<file path="config.mk">
export PLATFORM = sky130hd
export DESIGN_NAME = touch_gesture_classifier_unit
export DESIGN_NICKNAME = d
export VERILOG_FILES = /design/src/tgc_pkg.sv /design/src/tgc_regs.sv /design/src/tgc_classify.sv /design/src/touch_gesture_classifier_unit.sv
export SDC_FILE = /design/constraint.sdc
export NUM_CORES = 1
export LEC_CHECK = 0
export ABC_AREA = 1
export CORE_ASPECT_RATIO = 0.6
export CORE_MARGIN = 2
export CORE_UTILIZATION = 35
export DETAILED_ROUTE_END_ITERATION = 10
export DONT_BUFFER_PORTS = 1
export SLEW_MARGIN = 25
export SYNTH_ARGS = -nofsm -noshare
export SYNTH_HDL_FRONTEND = slang
export SYNTH_HIERARCHICAL = 1
export SYNTH_SLANG_ARGS = --single-unit
</file>
<file path="constraint.sdc">
create_clock -name clk -period 7.7 [get_ports clk]
set_input_delay 1.925 -clock clk [delete_from_list [all_inputs] [get_ports clk]]
set_output_delay 1.925 -clock clk [all_outputs]
set_load 0.01 [all_outputs]
</file>
<file path="src/tgc_pkg.sv">
// ----------------------------------------------------------------------------
// tgc_pkg
// Shared types and codes for the touch gesture classifier: request and
// gesture codes, register indexes, reset values and the state record.
// ----------------------------------------------------------------------------
package tgc_pkg;

	localparam int unsigned ADDR_W = 5;
	localparam int unsigned DATA_W = 32;

	localparam logic [2:0] REQ_PRESS   = 3'd0;
	localparam logic [2:0] REQ_MOVE    = 3'd1;
	localparam logic [2:0] REQ_POLL    = 3'd2;
	localparam logic [2:0] REQ_RELEASE = 3'd3;
	localparam logic [2:0] REQ_CLEAR   = 3'd4;

	localparam logic [2:0] GEST_NONE        = 3'd0;
	localparam logic [2:0] GEST_TAP         = 3'd1;
	localparam logic [2:0] GEST_LONG_PRESS  = 3'd2;
	localparam logic [2:0] GEST_SWIPE_LEFT  = 3'd3;
	localparam logic [2:0] GEST_SWIPE_RIGHT = 3'd4;

	localparam logic [2:0] REG_TAP_SLOP      = 3'd0;
	localparam logic [2:0] REG_LONG_PRESS_MS = 3'd1;
	localparam logic [2:0] REG_MIN_SWIPE_DIST = 3'd2;
	localparam logic [2:0] REG_MAX_VERT_RATIO = 3'd3;
	localparam logic [2:0] REG_MAX_SWIPE_MS  = 3'd4;
	localparam logic [2:0] REG_MIN_SWIPE_MS  = 3'd5;
	localparam logic [2:0] REG_MAX_TAP_MS    = 3'd6;

	localparam logic [15:0] RST_TAP_SLOP       = 16'd10;
	localparam logic [15:0] RST_LONG_PRESS_MS  = 16'd600;
	localparam logic [15:0] RST_MIN_SWIPE_DIST = 16'd40;
	localparam logic [11:0] RST_MAX_VERT_RATIO = 12'd128;
	localparam logic [15:0] RST_MAX_SWIPE_MS   = 16'd500;
	localparam logic [15:0] RST_MIN_SWIPE_MS   = 16'd0;
	localparam logic [15:0] RST_MAX_TAP_MS     = 16'd300;

	typedef struct packed {
		logic [15:0] tap_slop;
		logic [15:0] long_press_ms;
		logic [15:0] min_swipe_distance;
		logic [11:0] max_vertical_ratio_q8;
		logic [15:0] max_swipe_ms;
		logic [15:0] min_swipe_ms;
		logic [15:0] max_tap_ms;
	} cfg_t;

	typedef struct packed {
		logic               touch_active;
		logic               long_press_reported;
		logic               slop_exceeded;
		logic signed [15:0] start_x;
		logic signed [15:0] start_y;
		logic [31:0]        start_time;
	} touch_state_t;

endpackage

</file>
<file path="src/tgc_regs.sv">
// ----------------------------------------------------------------------------
// tgc_regs
// APB-style register file holding the classifier thresholds.
// ----------------------------------------------------------------------------
module tgc_regs (
	input  logic                       clk,
	input  logic                       arst_n,
	input  logic                       psel,
	input  logic                       penable,
	input  logic                       pwrite,
	input  logic [tgc_pkg::ADDR_W-1:0] paddr,
	input  logic [tgc_pkg::DATA_W-1:0] pwdata,
	output logic [tgc_pkg::DATA_W-1:0] prdata,
	output tgc_pkg::cfg_t              cfg
);
	import tgc_pkg::*;

	cfg_t       cfg_q;
	logic [2:0] reg_idx;
	logic       wr_en;

	assign reg_idx = paddr[4:2];
	assign wr_en   = psel && penable && pwrite;
	assign cfg     = cfg_q;

	always_ff @(posedge clk or negedge arst_n) begin
		if (!arst_n) begin
			cfg_q.tap_slop              <= RST_TAP_SLOP;
			cfg_q.long_press_ms         <= RST_LONG_PRESS_MS;
			cfg_q.min_swipe_distance    <= RST_MIN_SWIPE_DIST;
			cfg_q.max_vertical_ratio_q8 <= RST_MAX_VERT_RATIO;
			cfg_q.max_swipe_ms          <= RST_MAX_SWIPE_MS;
			cfg_q.min_swipe_ms          <= RST_MIN_SWIPE_MS;
			cfg_q.max_tap_ms            <= RST_MAX_TAP_MS;
		end else if (wr_en) begin
			case (reg_idx)
				REG_TAP_SLOP:       cfg_q.tap_slop              <= pwdata[15:0];
				REG_LONG_PRESS_MS:  cfg_q.long_press_ms         <= pwdata[15:0];
				REG_MIN_SWIPE_DIST: cfg_q.min_swipe_distance    <= pwdata[15:0];
				REG_MAX_VERT_RATIO: cfg_q.max_vertical_ratio_q8 <= pwdata[11:0];
				REG_MAX_SWIPE_MS:   cfg_q.max_swipe_ms          <= pwdata[15:0];
				REG_MIN_SWIPE_MS:   cfg_q.min_swipe_ms          <= pwdata[15:0];
				REG_MAX_TAP_MS:     cfg_q.max_tap_ms            <= pwdata[15:0];
				default: ;
			endcase
		end
	end

	always_comb begin
		case (reg_idx)
			REG_TAP_SLOP:       prdata = {16'd0, cfg_q.tap_slop};
			REG_LONG_PRESS_MS:  prdata = {16'd0, cfg_q.long_press_ms};
			REG_MIN_SWIPE_DIST: prdata = {16'd0, cfg_q.min_swipe_distance};
			REG_MAX_VERT_RATIO: prdata = {20'd0, cfg_q.max_vertical_ratio_q8};
			REG_MAX_SWIPE_MS:   prdata = {16'd0, cfg_q.max_swipe_ms};
			REG_MIN_SWIPE_MS:   prdata = {16'd0, cfg_q.min_swipe_ms};
			REG_MAX_TAP_MS:     prdata = {16'd0, cfg_q.max_tap_ms};
			default:            prdata = '0;
		endcase
	end

endmodule

</file>
<file path="src/tgc_classify.sv">
// ----------------------------------------------------------------------------
// tgc_classify
// Combinational decision logic: from one request and the current touch
// state it forms the next touch state and the reported gesture.
// ----------------------------------------------------------------------------
module tgc_classify (
	input  tgc_pkg::cfg_t         cfg,
	input  tgc_pkg::touch_state_t state_cur,
	input  logic [2:0]            req_type,
	input  logic signed [15:0]    pos_x,
	input  logic signed [15:0]    pos_y,
	input  logic [31:0]           time_ms,
	output tgc_pkg::touch_state_t state_nxt,
	output logic [2:0]            gesture
);
	import tgc_pkg::*;

	logic signed [16:0] dx;
	logic signed [16:0] dy;
	logic [16:0]        dx_neg;
	logic [16:0]        dy_neg;
	logic [15:0]        adx;
	logic [15:0]        ady;
	logic [31:0]        dur;
	logic [23:0]        vert_scaled;
	logic [27:0]        horiz_scaled;
	logic               far_enough;
	logic               horizontal;
	logic               in_time;
	logic               slop_hit;

	assign dx     = {pos_x[15], pos_x} - {state_cur.start_x[15], state_cur.start_x};
	assign dy     = {pos_y[15], pos_y} - {state_cur.start_y[15], state_cur.start_y};
	assign dx_neg = -dx;
	assign dy_neg = -dy;
	assign adx    = dx[16] ? dx_neg[15:0] : dx[15:0];
	assign ady    = dy[16] ? dy_neg[15:0] : dy[15:0];
	assign dur    = time_ms - state_cur.start_time;

	assign vert_scaled  = {ady, 8'd0};
	assign horiz_scaled = 28'(cfg.max_vertical_ratio_q8) * 28'(adx);
	assign far_enough   = adx >= cfg.min_swipe_distance;
	assign horizontal   = 28'(vert_scaled) <= horiz_scaled;
	assign in_time      = (dur <= 32'(cfg.max_swipe_ms)) && (dur >= 32'(cfg.min_swipe_ms));
	assign slop_hit     = (adx > cfg.tap_slop) || (ady > cfg.tap_slop);

	always_comb begin
		state_nxt = state_cur;
		gesture   = GEST_NONE;
		case (req_type)
			REQ_PRESS: begin
				state_nxt.touch_active        = 1'b1;
				state_nxt.long_press_reported = 1'b0;
				state_nxt.slop_exceeded       = 1'b0;
				state_nxt.start_x             = pos_x;
				state_nxt.start_y             = pos_y;
				state_nxt.start_time          = time_ms;
			end
			REQ_MOVE: begin
				if (state_cur.touch_active && slop_hit) begin
					state_nxt.slop_exceeded = 1'b1;
				end
			end
			REQ_POLL: begin
				if (state_cur.touch_active && !state_cur.long_press_reported &&
				    !state_cur.slop_exceeded && (dur >= 32'(cfg.long_press_ms))) begin
					state_nxt.long_press_reported = 1'b1;
					gesture                       = GEST_LONG_PRESS;
				end
			end
			REQ_RELEASE: begin
				if (state_cur.touch_active) begin
					state_nxt.touch_active = 1'b0;
					if (!state_cur.long_press_reported) begin
						if (far_enough && horizontal && in_time) begin
							gesture = dx[16] ? GEST_SWIPE_LEFT : GEST_SWIPE_RIGHT;
						end else if (!state_cur.slop_exceeded &&
						             (dur <= 32'(cfg.max_tap_ms))) begin
							gesture = GEST_TAP;
						end
					end
				end
			end
			REQ_CLEAR: begin
				state_nxt.touch_active        = 1'b0;
				state_nxt.long_press_reported = 1'b0;
				state_nxt.slop_exceeded       = 1'b0;
			end
			default: ;
		endcase
	end

endmodule

</file>
<file path="src/touch_gesture_classifier_unit.sv">
// ----------------------------------------------------------------------------
// touch_gesture_classifier_unit
// Classifies press, move, poll, release and clear requests into tap, long
// press and horizontal swipe gestures, one result item per request item.
// ----------------------------------------------------------------------------
// Usage:
// Request items enter on in_valid/in_stall with req_type, pos_x, pos_y and
// time_ms; an item is taken at a clock edge with in_valid high and in_stall
// low. Every request item yields exactly one result item on out_valid/
// out_stall carrying gesture, in request order.
// An item passes one input register and one result register; out_valid rises
// when the item moves from the input register into the result register, which
// a stalled result can delay. The touch state is updated as the item leaves
// the input register. Throughput is one item per cycle while out_stall is low.
// When the receiver stalls, the result register holds its item and one more
// item may still be taken into the input register; in_stall then rises until
// the result is taken.
// Thresholds sit in an APB-style register file; pready is always high. The
// user must write them only while no item is in flight; the block does not
// enforce this. Reset clears the touch state, drops both valid flags and
// loads the threshold defaults.
// ----------------------------------------------------------------------------
module touch_gesture_classifier_unit (
	input  logic                       clk,
	input  logic                       arst_n,
	input  logic                       psel,
	input  logic                       penable,
	input  logic                       pwrite,
	input  logic [tgc_pkg::ADDR_W-1:0] paddr,
	input  logic [tgc_pkg::DATA_W-1:0] pwdata,
	output logic [tgc_pkg::DATA_W-1:0] prdata,
	output logic                       pready,
	input  logic                       in_valid,
	output logic                       in_stall,
	input  logic [2:0]                 req_type,
	input  logic signed [15:0]         pos_x,
	input  logic signed [15:0]         pos_y,
	input  logic [31:0]                time_ms,
	output logic                       out_valid,
	input  logic                       out_stall,
	output logic [2:0]                 gesture
);
	import tgc_pkg::*;

	cfg_t               cfg;
	touch_state_t       state_q;
	touch_state_t       state_nxt;
	logic               valid_s1;
	logic [2:0]         req_s1;
	logic signed [15:0] x_s1;
	logic signed [15:0] y_s1;
	logic [31:0]        t_s1;
	logic               valid_s2;
	logic [2:0]         gesture_s2;
	logic [2:0]         gesture_nxt;
	logic               advance;
	logic               load_s1;

	assign pready    = 1'b1;
	assign advance   = !valid_s2 || !out_stall;
	assign in_stall  = valid_s1 && !advance;
	assign load_s1   = in_valid && !in_stall;
	assign out_valid = valid_s2;
	assign gesture   = gesture_s2;

	tgc_regs u_regs (
		.clk     (clk),
		.arst_n  (arst_n),
		.psel    (psel),
		.penable (penable),
		.pwrite  (pwrite),
		.paddr   (paddr),
		.pwdata  (pwdata),
		.prdata  (prdata),
		.cfg     (cfg)
	);

	tgc_classify u_classify (
		.cfg       (cfg),
		.state_cur (state_q),
		.req_type  (req_s1),
		.pos_x     (x_s1),
		.pos_y     (y_s1),
		.time_ms   (t_s1),
		.state_nxt (state_nxt),
		.gesture   (gesture_nxt)
	);

	always_ff @(posedge clk or negedge arst_n) begin
		if (!arst_n) begin
			valid_s1 <= 1'b0;
		end else if (!valid_s1 || advance) begin
			valid_s1 <= load_s1;
		end
	end

	always_ff @(posedge clk) begin
		if (load_s1) begin
			req_s1 <= req_type;
			x_s1   <= pos_x;
			y_s1   <= pos_y;
			t_s1   <= time_ms;
		end
	end

	always_ff @(posedge clk or negedge arst_n) begin
		if (!arst_n) begin
			state_q <= '0;
		end else if (valid_s1 && advance) begin
			state_q <= state_nxt;
		end
	end

	always_ff @(posedge clk or negedge arst_n) begin
		if (!arst_n) begin
			valid_s2 <= 1'b0;
		end else if (advance) begin
			valid_s2 <= valid_s1;
		end
	end

	always_ff @(posedge clk) begin
		if (advance) begin
			gesture_s2 <= gesture_nxt;
		end
	end

endmodule

</file>
Yosys cells after proc, flatten, opt, wreduce, memory -nomap -nowiden
Index checks and enable logic that the tools add are counted.
{"block": "word_totals", "ff_bits": 247, "in_bits": 111, "output_inout_bits": 38, "wordCells": 102}
{"block": "op_classes", "add_sub_neg": 5, "mul": 1, "order_cmp": 8, "eq_ne": 12, "n_mux": 15, "n_reduce_logical": 41}
{"operator": "16-bit case mux with 7 select lines", "n": 1}
{"operator": "32-bit by 16-bit greater-or-equal comparator with 1-bit output", "n": 2}
{"operator": "32-bit by 16-bit less-or-equal comparator with 1-bit output", "n": 2}
{"operator": "16-bit by 16-bit subtractor with 17-bit output", "n": 2}
{"operator": "16-bit > comparator", "n": 2}
{"operator": "16-bit 2-to-1 mux", "n": 2}
{"operator": "16-bit negator", "n": 2}
{"operator": "32-bit subtractor", "n": 1}
{"operator": "24-bit by 28-bit less-or-equal comparator with 1-bit output", "n": 1}
{"operator": "12-bit by 16-bit multiplier with 28-bit output", "n": 1}
{"operator": "2-bit AND reduction", "n": 9}
{"operator": "16-bit greater-or-equal comparator", "n": 1}
{"operator": "1-bit logical AND", "n": 13}
{"operator": "3-bit by 2-bit == test with 1-bit output (second input constant)", "n": 4}
{"operator": "3-bit == test (second input constant)", "n": 4}
{"operator": "3-bit 2-to-1 mux", "n": 4}
{"operator": "1-bit zero test", "n": 7}
{"operator": "3-bit by 1-bit == test with 1-bit output (second input constant)", "n": 2}
{"operator": "3-bit zero test", "n": 2}
{"operator": "1-bit case mux with 2 select lines", "n": 3}
{"operator": "3-bit case mux with 2 select lines", "n": 1}
{"operator": "3-bit AND reduction", "n": 2}
{"operator": "2-bit nonzero test", "n": 3}
{"operator": "2-bit by 1-bit inequality test with 1-bit output (second input constant)", "n": 2}
{"operator": "4 further kinds", "n": 9}

Depth between registers and ports, before layout
{"block": "logic_depth", "ltp_word": 11, "depth_mapped": 57, "mapped_depth_nobuf": 55}

By module
The synthesis kept the hierarchy.
{"mod": "tgc_classify", "n_inst": 1, "cells_each": 2552, "area_each_um2": 15509.9, "seq_area_each_um2": 0.0}
{"mod": "tgc_regs", "n_inst": 1, "cells_each": 723, "area_each_um2": 5549.1, "seq_area_each_um2": 2726.4}
{"mod": "touch_gesture_classifier_unit", "n_inst": 1, "cells_each": 373, "area_each_um2": 4855.9, "seq_area_each_um2": 3828.7}

Worst setup path before layout
OpenSTA, ideal clock, no wires.
{"block": "synth_timing", "kind": "register -> register", "start": "register state_q[48] in the netlist's numbering", "end": "register gesture_s2[0] (netlist: gesture[0]) (data pin)", "setup_ns": 0.252, "arrival_time_ns": 7.423, "required_ns": 7.448, "path_slack_ns": 0.025, "stages_incl_launch_ff": 53, "path_buffers": 2, "period_less_slack_ns": 7.675, "path_cell_list": "dfrtp_1 ha_1 fa_1 inv_1 nand3_1 nand2_2 nand2_1 nand2_1 nand3_1 nand2_1 nand2_1 nand2_1 nand2_1 nand2_2 inv_2 buf_6 nand2_1 nand2_1 [... 17 more ...] nand2_1 a21oi_1 o21bai_1 a21oi_1 xor2_1 ha_1 nand2_1 nor2_1 a211oi_1 nand2_1 nand2_1 nor2_1 nand2_1 nor2_1 nor2_1 nand3_1 nor2_1 nor2_1"}
{"block": "synth_via", "elab_chain_len": 11, "word_cells_on_any_way": 13, "cone_classes": "2 x add/sub; 1 x mul; 2 x order compare; 6 x mux; 2 x reduce/logical"}
{"element": "start, declared", "line_no": "touch_gesture_classifier_unit.sv:46", "text": "touch_state_t state_q;"}
{"element": "start signal, assigned", "line_no": "touch_gesture_classifier_unit.sv:110", "text": "state_q <= state_nxt;"}
{"element": "16-bit by 16-bit subtractor with 17-bit output (*)", "line_no": "tgc_classify.sv:32", "text": "assign dx = {pos_x[15], pos_x} - {state_cur.start_x[15], state_cur.start_x};"}
{"element": "16-bit negator", "line_no": "tgc_classify.sv:34", "text": "assign dx_neg = -dx;"}
{"element": "16-bit 2-to-1 mux", "line_no": "tgc_classify.sv:36", "text": "assign adx = dx[16] ? dx_neg[15:0] : dx[15:0];"}
{"element": "12-bit by 16-bit multiplier with 28-bit output", "line_no": "tgc_classify.sv:41", "text": "assign horiz_scaled = 28'(cfg.max_vertical_ratio_q8) * 28'(adx);"}
{"element": "24-bit by 28-bit less-or-equal comparator with 1-bit output", "line_no": "tgc_classify.sv:43", "text": "assign horizontal = 28'(vert_scaled) <= horiz_scaled;"}
{"element": "1-bit logical AND (2 in series)", "line_no": "tgc_classify.sv:75", "text": "if (far_enough && horizontal && in_time) begin"}
{"element": "3-bit 2-to-1 mux (*)", "line_no": "tgc_classify.sv:75"}
{"element": "3-bit 2-to-1 mux (*)", "line_no": "tgc_classify.sv:74", "text": "if (!state_cur.long_press_reported) begin"}
{"element": "3-bit 2-to-1 mux (*)", "line_no": "tgc_classify.sv:72", "text": "if (state_cur.touch_active) begin"}
{"element": "3-bit case mux with 2 select lines (*)", "line_no": "tgc_classify.sv:50", "text": "case (req_type)"}
{"element": "net gesture_nxt[0]", "line_no": "touch_gesture_classifier_unit.sv:55", "text": "logic [2:0] gesture_nxt;"}
{"element": "end signal, assigned", "line_no": "touch_gesture_classifier_unit.sv:124", "text": "gesture_s2 <= gesture_nxt;"}
{"element": "end, declared", "line_no": "touch_gesture_classifier_unit.sv:54", "text": "logic [2:0] gesture_s2;"}
Mark *: on every way through the listed nets, which the timed path passes. The rest lies on a longest branch.
A chain may end at the register's enable or synchronous reset.

Worst setup path in the final report
Ends and elaborated chain as after synthesis.

==> flow_summary_export.csv <==
group,metric,value,unit
status,outcome,"finished, violations left",
status,failed_checks,"negative setup slack",
min_path,hold_path_startpoint,"state_q[25]",
setup_path,arrival,8.61,ns
sta,rsz0062_at_grt,"yes",
grt,grt_pass1_vias,21900,
clock_tree,clock_sinks,247,
floorplanning,initial_utilization,0.353,
floorplanning,core_area,73500,um2
route,wire_per_inst,17.1,um
floorplanning,dieArea,76300,um2
grt,grt_first_pass_wirelength,129000,um
setup_path,r2r_start,"state_q[48]",
sta,fin_crit_sh,1.07,
cells_and_area,drive_gt1_frac,0.145,
clock_tree,cts_max_level,1,
grt,globalRouteMet3Util,0.0661,
clock_tree,postCtsHoldBufs,0,
placement,dp_hpwl,64000,um
synthesis,synth_seq_cells,247,
synthesis,syn_area,25900,um2
grt,use_met1,0.362,
placement,io_buffers,0,
run,maxCapViolations,0,
clock_tree,cts-buffers-inserted,27,
floorplanning,die_x,355,um
min_path,min_path_type,"flip-flop to flip-flop",
sta,layout_min_cycle_time,8.27,ns
route,ant_nets,0,
placement,placedCellCount,4740,
setup_path,rrSetupSlack,-0.57,ns
cells_and_area,final_nets,4349,
floorplanning,ios,149,
route,vias,24100,
placement,pre_cts_ws,-0.921,ns
grt,grt_antenna_before_repair,1,
sta,finalSetupTns,-1.60,ns
placement,gp_congestion,0.920,
sta,finClkSkew,0.0132,ns
synthesis,syn_area_per_cell,7.10,um2
sta,worst_pin_slew,0.972,ns
cells_and_area,antennaDiodeCount,0,
setup_path,cp-end-kind,"flip-flop",
grt,track_usage,0.216,
clock_tree,clk_pin_slew_worst_paths,0.06,ns
route,dr.pass1.iters,8,
cells_and_area,stdcell_count,4843,
sta,slew_headroom,0.350,
setup_path,crit_slowest_cell,"fa_1",
setup_path,timing.critical_path.mode_cell,"buf_4",
route,drt_iter0_markers,2273,
clock_tree,clock_latency,0.59,ns
cells_and_area,area_growth,17.3,%
sta,holdWs,0.469,ns
synthesis,ys_types,58,
synthesis,ys_warn_count,6,
setup_path,r2r_end,"gesture[0]",
clock_tree,clock_path_buffers,3,
setup_path,worstPathMaxFanout,4,
synthesis,synth-edff-count,70,
synthesis,synth_ff_type,"dfrtp_1",
sta,finalHoldViolations,0,
setup_path,critPathMaxStageDelay,0.58,ns
synthesis,synthCells,3648,
setup_path,worstRegToRegCells,52,
min_path,holdPathEnd,"state_q[25]",
floorplanning,die_h,215,um
grt,grt-busiest-layer,"met1",
grt,overflow,0,
route,drc,0,
clock_tree,cts_tree,"done",
setup_path,cp-start-kind,"flip-flop",
grt,use_met2,0.262,
grt,grt_max_degree,178,
synthesis,ys_seq_area_frac,0.253,
min_path,holdPathStages,2,
sta,setup_ws,-0.568,ns
setup_path,critPathKind,"flip-flop to flip-flop",
synthesis,async_flop_share,0.717,
sta,final-max-slew-violation-count,0,
route,routed_wl,83000,um
clock_tree,root_buffer,"clkbuf_16",
sta,max_freq,121,MHz
floorplanning,rows,77,
sta,finalSetupViolCount,3,
setup_path,required,8.04,ns
route,routed_via_density,4.98,
cell usage in the layout (no fill, tap or decap), drive strengths merged, types with 7 or more instances in the layout:
cell / synthesis / routed
nand2: 1114 / 1114
inv: 630 / 632
nor2: 317 / 317
buf: 71 / 268
ha: 259 / 259
nand3: 204 / 204
a21oi: 198 / 198
o21ai: 160 / 160
dfrtp: 158 / 158
fa: 143 / 143
nand4: 96 / 96
edfxtp: 70 / 70
xor2: 42 / 42
clkbuf: 53 / 36
nor3: 27 / 27
xnor2: 26 / 26
dfstp: 19 / 19
conb: 2 / 17
nand3b: 12 / 12
clkinv: 0 / 9
o21bai: 8 / 8
a21o: 7 / 7
worst max path at each step:
| stage | cells past startpoint | endpoint | slack (ns) | start |
|---|---|---|---|---|
| 3_5_place_dp | 53 | gesture[0] | -0.92 | x_s1[0] |
| 5_1_grt | 48 | gesture[0] | -0.87 | state_q[48] |
| 6_report | 52 | gesture[0] | -0.57 | state_q[48] |
| 2_1_floorplan | 52 | gesture[0] | 0.02 | state_q[48] |
| 3_3_place_gp | 52 | gesture[0] | -0.87 | state_q[48] |
| 4_1_cts | 48 | gesture[0] | -0.50 | state_q[48] |
state kept, by name, summed over array words and instances, names as in the netlist:
register    count
t_s1           32
valid_s1        1
x_s1           16
y_s1           16
u_regs/cfg    108
state_q        67
gesture         3
req_s1          3
out_valid       1
cell families (layout without fill, tap and decap cells):
group / after synthesis / in the layout / synth area share
buf+inv: 754 / 947 / 0.116
xor+xnor: 68 / 68 / 0.0244
simple gates: 1777 / 1777 / 0.289
compound gates: 396 / 396 / 0.0810
mux: 2 / 2 / 0.000821
flops: 247 / 247 / 0.253
other cells: 2 / 17 / 0.000290
fa+ha+maj: 402 / 402 / 0.236
cell usage after synthesis, drive strengths merged, types with 2 or more instances:
| cell | n | area share |
|---|---|---|
| o21bai | 8 | 0.0023 |
| fa | 143 | 0.11 |
| nor3 | 27 | 0.0060 |
| o211ai | 4 | 0.0012 |
| o21a | 4 | 0.0012 |
| or2 | 2 | 0.00048 |
| a31oi | 3 | 0.00072 |
| o21ai | 160 | 0.031 |
| ha | 259 | 0.13 |
| nand3b | 12 | 0.0035 |
| a21oi | 198 | 0.038 |
| buf | 71 | 0.017 |
| and2 | 2 | 0.00048 |
| clkbuf | 53 | 0.0077 |
| nor2 | 317 | 0.049 |
| a211oi | 6 | 0.0017 |
| edfxtp | 70 | 0.081 |
| a21boi | 2 | 0.0010 |
| dfrtp | 158 | 0.15 |
| xnor2 | 26 | 0.0097 |
| inv | 630 | 0.091 |
| a21o | 7 | 0.0020 |
| conb | 2 | 0.00029 |
| nand2 | 1114 | 0.16 |
| nand3 | 204 | 0.041 |
| nand4 | 96 | 0.023 |
| xor2 | 42 | 0.015 |
| dfstp | 19 | 0.019 |
worst max-delay path: cells and delay by family, from the launching register on:
family	cells	cell delay, ns
and+or+nand+nor	23	2.05
buffers and inverters	20	2.01
xor gates and xnor gates	1	0.15
adders and majority gates	8	3.41
DFF	1	0.41
area by class of cell:
class | instances | area (um2)
Clock buffer | 36 | 759
Timing Repair Buffer | 268 | 2090
Sequential cell | 247 | 6560
Clock inverter | 13 | 105
Multi-Input combinational cell | 2662 | 17300
Tap cell | 987 | 1230
Inverter | 630 | 2390
Fill cell | 7618 | 43100
repair_timing:
| action | 4_1_cts | 5_1_grt |
|---|---|---|
| setup buffers | 39 | 16 |
| pin swaps | 60 | 104 |
| setup endpoints to repair | 3 | 3 |
| gates resized for setup | 108 | 115 |
metrics by stage:
step,utilization,cell area [um2]
6_report,0.413,30400
4_1_cts,0.406,29900
2_1_floorplan,-,26000
3_5_place_dp,0.384,28200
5_1_grt,0.413,30400
3_3_place_gp,0.384,28200
metal layers:
layer | up-vias | wire [um]
li1 | 11900 | -
met2 | 921 | 29400
met4 | 2 | 922
met3 | 61 | 9570
met1 | 11300 | 43100
met5 | - | 13
Power is left out: the tool's default activity adds up to more than one toggle a clock period on the data nets, which glitch-free logic cannot reach.
